--- src/design/pcn_pkg.sv ---
`timescale 1ns / 1ps
package pcn_pkg;

   localparam logic [7:0] SLASH     = 8'h2F;
   localparam logic [7:0] BACKSLASH = 8'h5C;
   localparam logic [7:0] DOT       = 8'h2E;

   localparam logic [1:0] POS_START = 2'd0;
   localparam logic [1:0] POS_HELD  = 2'd1;
   localparam logic [1:0] POS_BODY  = 2'd2;
   localparam logic [1:0] POS_UNC   = 2'd3;

   localparam logic [1:0] PHASE_START = 2'd0;
   localparam logic [1:0] PHASE_DOT   = 2'd1;
   localparam logic [1:0] PHASE_TEXT  = 2'd2;

   localparam int MAX_RESULTS = 3;

   typedef struct packed {
      logic [1:0] pos;
      logic [7:0] held;
      logic [1:0] phase;
      logic       pend;
   } state_type;

   typedef struct packed {
      logic [1:0]                   count;
      logic [MAX_RESULTS-1:0][7:0] data;
      logic                         empty;
   } result_type;

endpackage

--- src/design/pcn_step.sv ---
`timescale 1ns / 1ps
module pcn_step (
   input  pcn_pkg::state_type  state_i,
   input  logic [7:0]          byte_i,
   input  logic                final_i,
   output pcn_pkg::state_type  state_o,
   output pcn_pkg::result_type result_o
);

   typedef struct packed {
      pcn_pkg::state_type                   st;
      logic [1:0]                           n;
      logic [pcn_pkg::MAX_RESULTS-1:0][7:0] data;
   } work_type;

   function automatic work_type put(work_type w, logic [7:0] b);
      work_type r;
      r = w;
      r.data[r.n] = b;
      r.n = r.n + 2'd1;
      return r;
   endfunction

   function automatic work_type commit(work_type w, logic [7:0] b);
      work_type r;
      r = w;
      if (r.st.pos == pcn_pkg::POS_UNC) begin
         r = put(r, pcn_pkg::SLASH);
         r.st.pos = pcn_pkg::POS_BODY;
      end
      return put(r, b);
   endfunction

   function automatic work_type flush(work_type w);
      work_type r;
      r = w;
      if (r.st.pend) begin
         r.st.pend = 1'b0;
         r = commit(r, pcn_pkg::SLASH);
      end
      return r;
   endfunction

   function automatic work_type body(work_type w, logic [7:0] b, logic sep);
      work_type r;
      r = w;
      if (sep) begin
         if (r.st.phase == pcn_pkg::PHASE_DOT) begin
            r.st.phase = pcn_pkg::PHASE_START;
         end else if (r.st.phase != pcn_pkg::PHASE_START) begin
            r.st.pend  = 1'b1;
            r.st.phase = pcn_pkg::PHASE_START;
         end
      end else if (r.st.phase == pcn_pkg::PHASE_START) begin
         if (b == pcn_pkg::DOT) begin
            r.st.phase = pcn_pkg::PHASE_DOT;
         end else begin
            r = flush(r);
            r = commit(r, b);
            r.st.phase = pcn_pkg::PHASE_TEXT;
         end
      end else if (r.st.phase == pcn_pkg::PHASE_DOT) begin
         r = flush(r);
         r = commit(r, pcn_pkg::DOT);
         r = commit(r, b);
         r.st.phase = pcn_pkg::PHASE_TEXT;
      end else begin
         r = commit(r, b);
      end
      return r;
   endfunction

   logic     sep;
   work_type w;

   assign sep = (byte_i == pcn_pkg::SLASH) || (byte_i == pcn_pkg::BACKSLASH);

   always_comb begin
      w      = '0;
      w.st   = state_i;
      result_o = '0;
      unique case (state_i.pos)
         pcn_pkg::POS_START: begin
            if (sep) begin
               if (final_i) begin
                  w = put(w, pcn_pkg::SLASH);
               end else begin
                  w.st.held = byte_i;
                  w.st.pos  = pcn_pkg::POS_HELD;
               end
            end else begin
               w.st.pos = pcn_pkg::POS_BODY;
               w = body(w, byte_i, 1'b0);
            end
         end
         pcn_pkg::POS_HELD: begin
            if (sep) begin
               w = put(w, state_i.held);
               if (byte_i == pcn_pkg::SLASH) begin
                  w.st.pos = pcn_pkg::POS_UNC;
               end else begin
                  w = put(w, byte_i);
                  w.st.pos = pcn_pkg::POS_BODY;
               end
            end else begin
               w = put(w, pcn_pkg::SLASH);
               w.st.pos = pcn_pkg::POS_BODY;
               w = body(w, byte_i, 1'b0);
            end
         end
         default: begin
            w = body(w, byte_i, sep);
         end
      endcase
      if (final_i && (w.st.phase == pcn_pkg::PHASE_DOT)) begin
         w = flush(w);
         w = commit(w, pcn_pkg::DOT);
      end
      result_o.data  = w.data;
      result_o.count = w.n;
      if (final_i && (w.n == 2'd0)) begin
         result_o.count = 2'd1;
         result_o.empty = 1'b1;
         result_o.data  = '0;
      end
      state_o = final_i ? pcn_pkg::state_type'('0) : w.st;
   end

endmodule

--- src/design/path_component_normalizer_unit.sv ---
`timescale 1ns / 1ps
// channel | direction | handshake            | payload
// req     | in        | req_valid/req_stall  | req_path_byte, req_is_final
// rsp     | out       | rsp_valid/rsp_stall  | rsp_out_byte, rsp_out_last, rsp_out_empty
//
// One byte per cycle while neither side stalls: an input register feeds a single
// combinational step into a three-entry result register, drained one result per
// cycle while rsp_stall is low. A byte that yields two or three results holds the
// input until its last result is taken; bytes with zero or one result flow at one per cycle.
// Synchronous active-high reset clears the path state and the valid flags of both registers.
// rsp_stall backs up into req_stall only once the input register is full.
module path_component_normalizer_unit (
   input  logic       clock,
   input  logic       reset,
   input  logic       req_valid,
   output logic       req_stall,
   input  logic [7:0] req_path_byte,
   input  logic       req_is_final,
   output logic       rsp_valid,
   input  logic       rsp_stall,
   output logic [7:0] rsp_out_byte,
   output logic       rsp_out_last,
   output logic       rsp_out_empty
);

   logic                in_valid_ff, in_valid_in;
   logic [7:0]          in_byte_ff;
   logic                in_final_ff;
   pcn_pkg::state_type  state_ff, state_in, state_next;
   pcn_pkg::result_type res;
   logic [1:0]          rem_ff, rem_in;
   logic [1:0]          idx_ff, idx_in;
   logic [pcn_pkg::MAX_RESULTS-1:0][7:0] data_ff;
   logic                last_ff;
   logic                empty_ff;
   logic                move;
   logic                take;
   logic                accept;

   pcn_step u_step (
      .state_i  (state_ff),
      .byte_i   (in_byte_ff),
      .final_i  (in_final_ff),
      .state_o  (state_next),
      .result_o (res)
   );

   assign rsp_valid     = (rem_ff != 2'd0);
   assign take          = rsp_valid && !rsp_stall;
   assign move          = in_valid_ff && ((rem_ff == 2'd0) || ((rem_ff == 2'd1) && take));
   assign req_stall     = in_valid_ff && !move;
   assign accept        = req_valid && !req_stall;
   assign rsp_out_byte  = data_ff[idx_ff];
   assign rsp_out_last  = last_ff && (rem_ff == 2'd1);
   assign rsp_out_empty = empty_ff;

   always_comb begin
      in_valid_in = accept ? 1'b1 : (move ? 1'b0 : in_valid_ff);
      state_in    = move ? state_next : state_ff;
      rem_in      = rem_ff;
      idx_in      = idx_ff;
      if (move) begin
         rem_in = res.count;
         idx_in = 2'd0;
      end else if (take) begin
         rem_in = rem_ff - 2'd1;
         idx_in = idx_ff + 2'd1;
      end
   end

   always_ff @(posedge clock) begin
      if (reset) begin
         in_valid_ff <= 1'b0;
         state_ff    <= '0;
         rem_ff      <= 2'd0;
         idx_ff      <= 2'd0;
      end else begin
         in_valid_ff <= in_valid_in;
         state_ff    <= state_in;
         rem_ff      <= rem_in;
         idx_ff      <= idx_in;
      end
   end

   always_ff @(posedge clock) begin
      if (accept) begin
         in_byte_ff  <= req_path_byte;
         in_final_ff <= req_is_final;
      end
      if (move) begin
         data_ff  <= res.data;
         last_ff  <= in_final_ff;
         empty_ff <= res.empty;
      end
   end

   a_empty_is_last: assert property (@(posedge clock) disable iff (reset)
      rsp_valid && rsp_out_empty |-> rsp_out_last && (rsp_out_byte == 8'd0))
      else $error("empty transaction not marked last or carries data");

   a_multi_holds_input: assert property (@(posedge clock) disable iff (reset)
      in_valid_ff && (rem_ff > 2'd1) |-> req_stall)
      else $error("input moved while several results were pending");

   a_final_resets_state: assert property (@(posedge clock) disable iff (reset)
      move && in_final_ff |=> (state_ff == pcn_pkg::state_type'('0)))
      else $error("path state not cleared after final byte");

   a_final_yields_result: assert property (@(posedge clock) disable iff (reset)
      move && in_final_ff |=> rsp_valid)
      else $error("final byte produced no transaction");

endmodule
--- config.mk ---
export PLATFORM = sky130hd
export DESIGN_NAME = path_component_normalizer_unit
export DESIGN_NICKNAME = d
export VERILOG_FILES = /design/src/design/pcn_pkg.sv /design/src/design/pcn_step.sv /design/src/design/path_component_normalizer_unit.sv
export SDC_FILE = /design/constraint.sdc
export NUM_CORES = 1
export LEC_CHECK = 0
export BUFFER_PORTS_ARGS = -buffer_cell sky130_fd_sc_hd__buf_4
export CAP_MARGIN = 20
export CORE_UTILIZATION = 25
export DETAILED_ROUTE_END_ITERATION = 10
export GPL_TIMING_DRIVEN = 0
export PLACE_DENSITY = 0.44
export SLEW_MARGIN = 5
export SYNTH_ARGS = -nofsm -noshare
export SYNTH_HDL_FRONTEND = slang
export SYNTH_HIERARCHICAL = 1
export SYNTH_SLANG_ARGS = --single-unit
--- constraint.sdc ---
create_clock -name clock -period 10.8 [get_ports clock]
set_clock_uncertainty 0.2 [all_clocks]
set_input_delay 0.54 -clock clock [delete_from_list [all_inputs] [get_ports clock]]
set_output_delay 0.54 -clock clock [all_outputs]
set_load 0.05 [all_outputs]
-- Yosys cells after proc, flatten, opt, wreduce, memory -nomap -nowiden
Cells that the tools add are included.
W data, S select, Z words.
- add/subtract/negate cells: 27
- magnitude comparators: 51
- eq/ne operators: 19
- mux-type cells: 187
- bitwise logic cells: 54
- reductions and logical operators: 48
- operator list (kind ; count):
    $mux W39 ; 102
    $demux W8 S2 ; 25
    $or A15 B15 Y15 ; 14
    $mux W8 ; 26
    $bwmux W24 ; 7
    $and A9 B9 Y9 ; 14
    $not A9 Y9 ; 14
    $mux W27 ; 4
    $lt A2 B3 Y1 const B ; 26
    $mux W26 ; 3
    $pmux W39 S2 ; 1
    $add A2 B1 Y2 const B ; 26
    $ge A2 B1 Y1 const B ; 25
    $mux W10 ; 5
    $mux W25 ; 2
    $and A12 B12 Y12 ; 4
    $not A12 Y12 ; 4
    $or A12 B12 Y12 ; 4
    $logic_and A1 B1 Y1 ; 33
    $eq A2 B2 Y1 const B ; 12
    $bmux W8 S2 ; 1
    $eq A8 B6 Y1 const B ; 2
    $mux W13 ; 1
    $eq A2 B1 Y1 const B ; 4
    10 further kinds ; 27
- register bits after elaboration: 53
- input port bits: 13
- output and inout port bits: 12
- word-level logic and storage cells: 400

-- Logic depth before layout (Yosys ltp)
- depth after elaboration: 86
- gate-level depth with buffers: 27
- depth with buffers taken out: 26

-- Hierarchy
The synthesis kept the hierarchy.
- by module, submodules not included (module ; instances ; cells an instance ; area an instance (um2) ; sequential area each (um2)):
    pcn_step ; 1 ; 376 ; 2407.3 ; 0.0
    path_component_normalizer_unit ; 1 ; 152 ; 1955.6 ; 1411.4

-- Worst setup path before layout
OpenSTA, ideal clock, no wires.
- path type: reg-to-reg
- from: register state_ff[0] (netlist bit)
- to: register data_ff[2] (netlist bit), data pin
- arrival: 4978 ps
- required time: 10329 ps
- path slack: 5351 ps
- stages on the path, launching flop included: 27
- path buffers: 2
- cells stage by stage: dfxtp_1 -> buf_2 -> buf_1 -> nand2_1 -> ha_1 -> o21ai_0 -> ha_1 -> inv_1 -> ha_1 -> a21oi_1 -> a21oi_1 -> a311oi_2 -> inv_2 -> ha_1 -> a21oi_1 -> inv_1 -> ha_1 -> nand2_1 -> o21ai_0 -> inv_1 -> ha_1 -> o21ai_1 -> inv_1 -> ha_1 -> a221o_1 -> a21oi_1 -> a31oi_1
- longest elaborated chain between the ends: 39
- ends and longest elaborated chain (element ; RTL line ; RTL):
    start: declaration ; path_component_normalizer_unit.sv:29 ; pcn_pkg::state_type state_ff, state_in, state_next;
    start signal: assignment ; path_component_normalizer_unit.sv:79 ; state_ff <= state_in;
    $mux W39, or another cell as far along ; pcn_step.sv:37 ; if (r.st.pend) begin
    $mux W39 ; pcn_step.sv:62 ; end else if (r.st.phase == pcn_pkg::PHASE_DOT) begin
    $mux W39 ; pcn_step.sv:54 ; end else if (r.st.phase == pcn_pkg::PHASE_START) begin
    $mux W39 (on tied branches) ; pcn_step.sv:47, pcn_step.sv:84, pcn_step.sv:97 ;
    $mux W39 ; pcn_step.sv:82 ; unique case (state_i.pos)
    $add A2 B1 Y2, or another cell as far along ; pcn_step.sv:20 ; r.n = r.n + 2'd1;
    $mux W39 / $logic_and A1 B1 Y1 (equally long branches) ; pcn_step.sv:27, pcn_step.sv:19 ;
    $mux W39 / $mux W8 (equally long branches) ; pcn_step.sv:62, pcn_step.sv:19 ;
    (+23 left out) ; - ;
    $mux W39, or another cell as far along ; pcn_step.sv:27 ; if (r.st.pos == pcn_pkg::POS_UNC) begin
    $mux W39, or another cell as far along ; pcn_step.sv:115 ; if (final_i && (w.st.phase == pcn_pkg::PHASE_DOT)) begin
    $lt A2 B3 Y1 (not written as such), or another cell as far along ; pcn_step.sv:19 ; r.data[r.n] = b;
    $logic_and A1 B1 Y1 (not written as such) / $or A15 B15 Y15 (equally long branches) ; - ;
    $mux W8 (not written as such) / $mux W39 (equally long branches) ; pcn_step.sv:19, pcn_step.sv:27 ;
    $demux W8 S2 / $mux W39 (equally long branches) ; - ;
    $or A12 B12 Y12 (no line) ; - ;
    $mux W39 * ; pcn_step.sv:115 ;
    end signal: assignment ; path_component_normalizer_unit.sv:91 ; data_ff <= res.data;
    end: declaration ; path_component_normalizer_unit.sv:33 ; logic [pcn_pkg::MAX_RESULTS-1:0][7:0] data_ff;
Mark *: on every way between the ends. The rest lies on a longest branch, timed or not. The select of a mux whose other input is x is not followed.
A chain may end at the register's enable or synchronous reset.

-- Final worst setup path
- from: register state_ff[0] (netlist bit)
- to: register data_ff[17] (netlist bit), data pin
Same word-level chain as after synthesis.

==> qor.yml <==
clock_tree:
  cts_resized: 0
  cts_made_buffers: 5
  cts_sinks: 53
  cts_tree: "done"
  clk_pin_slew_ns: 0.07
  cts_max_path_buffers: 2
  clkLatencyLatePin_ns: 0.30
  root_buffer: "clkbuf_16"
  hold_buffers: 0
  htree_levels: 2
  post-cts-setup-buffer-count: 0
route:
  first_pass_iters: 5
  ant_nets: 0
  routed_wl_mm: 14.3
  drt_iter0_drc: 412
  num_vias: 4111
  drc: 0
  vias_per_cell: 5.28
  wl_per_cell_um: 18.4
die:
  die_h_um: 134
  die-area_um2: 18000
  start_util: 0.259
  rows: 47
  io_pins: 25
  core_um2: 16800
  fp.dieW_um: 134
place:
  place.gp.congestion: 0.928
  port_buffers: 23
  pre_cts_slack_ns: 4.16
  hpwlAfterDp_mm: 11.0
logic_synthesis:
  synth.distinct_cells: 78
  yosysSeqAreaShare: 0.323
  post-synth-top-count-cell: "nand2_1"
  syn-num-nets: 564
  synth_commonest_cells: "nand2_1, a21oi_1, nor2_1, edfxtp_1, o21ai_0"
  synth_warnings: 6
  netlist_area_um2: 4360
  synth.avg_cell_area_um2: 8.26
  async_flop_share: 0
  synth_edf_count: 35
  ys_ff_latch: 53
  synth.area.top_cells: "edfxtp_1, dfxtp_1, nand2_1"
  yosys.area.top_type: "edfxtp_1"
  synth_ff_type: "edfxtp_1"
  netlist.area_leader.share: 0.241
  synth_cells: 528
grt:
  grt_pass1_vias: 3933
  grt_use_total: 0.164
  grt_antenna_before_repair: 0
  grt_overflow: 0
  grt_pass1_wl_mm: 22.5
  grt_max_degree: 36
hold_path:
  hold_depth: 1
  min_from: "req_is_final"
  holdPathEnd: "in_final_ff"
  hp-class: "input port to flip-flop"
timing:
  slew_headroom: 0.406
  tns_ns: 0
  rsz0062_at_grt: "false"
  tightestPinTransition_ns: 0.892
  finalCritPeriodShare: 0.617
  min_period_ns: 6.66
  fin_ws_ns: 4.14
  setup_viol: 0
  maxSlewViolCount: 0
  max_freq_mhz: 150
  hold_viol_final: 0
pwr:
  p_int_mw: 0.382
  power_density_nw_per_um2: 115
  power_frac_comb: 0.284
  ir_worst_vdd_mv: 0.0502
  p_sw_mw: 0.189
  fin_total_pwr_mw: 0.571
  seq_power_share: 0.432
  clockPowerShare: 0.284
  swShare: 0.331
  p_leak_nw: 1.75
finish:
  diodes: 0
  area_growth_pct: 13.6
  fillCellCount: 1862
  fin_nets: 594
  drive_gt1_frac: 0.140
setup_path:
  worstPathRequired_ns: 10.63
  start_kind: "flip-flop"
  rr_startpoint: "state_ff[0]"
  cp-end-kind: "flip-flop"
  cp_max_fo: 10
  crit_arrival_ns: 6.49
  path_class: "flip-flop to flip-flop"
  cp_common_cell: "ha_1"
  path_delay_family: "compound AO/OA/AOI/OAI gates"
  crit_slowest_cell: "o31ai_1"
  critPathBufInv: 6
  max_stage_delay_ns: 0.65
  rr_endpoint: "data_ff[17]"
  reg2regPathDepth: 25
  rrSetupSlack_ns: 4.14
outcome:
  status: "completed"
run:
  max-cap-violations: 0
power by group through the flow:
| stage | sequential (mW) | combinational (mW) | clock (mW) |
|---|---|---|---|
| 2_1_floorplan | 0.248 | 0.115 | 0 |
| 3_3_place_gp | 0.251 | 0.161 | 0 |
| 3_5_place_dp | 0.251 | 0.162 | 0 |
| 4_1_cts | 0.247 | 0.162 | 0.168 |
| 5_1_grt | 0.248 | 0.174 | 0.175 |
| 6_report | 0.247 | 0.162 | 0.162 |
registers in the layout (all words and copies together), names as in the netlist:
register,count
data_ff,24
in_final_ff,1
rem_ff,2
rsp_out_empty,1
last_ff,1
in_byte_ff,8
state_ff,13
idx_ff,2
in_valid_ff,1
routing by layer:
layer / part of all wire / wire (um) / global-route usage / up-vias
met2: 0.44 / 6340 / 0.258 / 146
li1: - / - / - / 1975
met4: 0.030 / 433 / 0.0643 / 0
met3: 0.060 / 862 / 0.0223 / 29
met5: 0 / 0 / 0 / -
met1: 0.47 / 6700 / 0.227 / 1961
cell type report:
class / instances / area, um2 / area share
sequential: 53 / 1410 / 0.285
buffer: 37 / 205 / 0.0414
clock buffer: 8 / 146 / 0.0295
inverter: 28 / 105 / 0.0212
timing repair buffer: 23 / 173 / 0.0348
tap: 220 / 275 / 0.0555
multi-input combinational: 410 / 2640 / 0.533
layout by cell type (no fill, tap or decap), drive strengths merged, types with 13 or more instances in the layout:
cell type,synthesis,routed
o21ai,33,33
a21oi,60,60
a31oi,14,14
nand3,13,13
inv,28,28
dfxtp,18,18
mux2i,14,14
ha,23,23
nand2,81,81
clkbuf,17,25
nor2,44,44
buf,20,43
edfxtp,35,35
worst max path at each step:
stage,end,cells past startpoint,slack [ns],start
6_report,data_ff[17],25,4.14,state_ff[0]
3_3_place_gp,data_ff[17],25,4.21,state_ff[0]
3_5_place_dp,data_ff[17],25,4.16,state_ff[0]
2_1_floorplan,data_ff[2],26,5.35,state_ff[0]
5_1_grt,data_ff[17],25,3.59,state_ff[0]
4_1_cts,data_ff[17],25,4.14,state_ff[0]
per-stage QoR:
| stage | instance area, um2 | util | cells | hold slack, ns |
|---|---|---|---|---|
| finish | 4960 | 0.295 | 779 | 0.213 |
| global route | 4960 | 0.295 | 779 | 0.204 |
| CTS | 4960 | 0.295 | 779 | 0.204 |
| detailed placement | 4810 | 0.286 | 771 | 0.249 |
| global placement | 4810 | 0.286 | 771 | 0.245 |
| floorplan | 4360 | - | 528 | 0.233 |
logic make-up after synthesis:
kind of cell,after synthesis,synth area share
flops,53,0.323
xor+xnor,11,0.0238
mux,16,0.0373
simple gates,194,0.228
compound gates,166,0.251
fa+ha+maj,23,0.0660
buf+inv,65,0.0711
(Power assumes the default switching activity.)
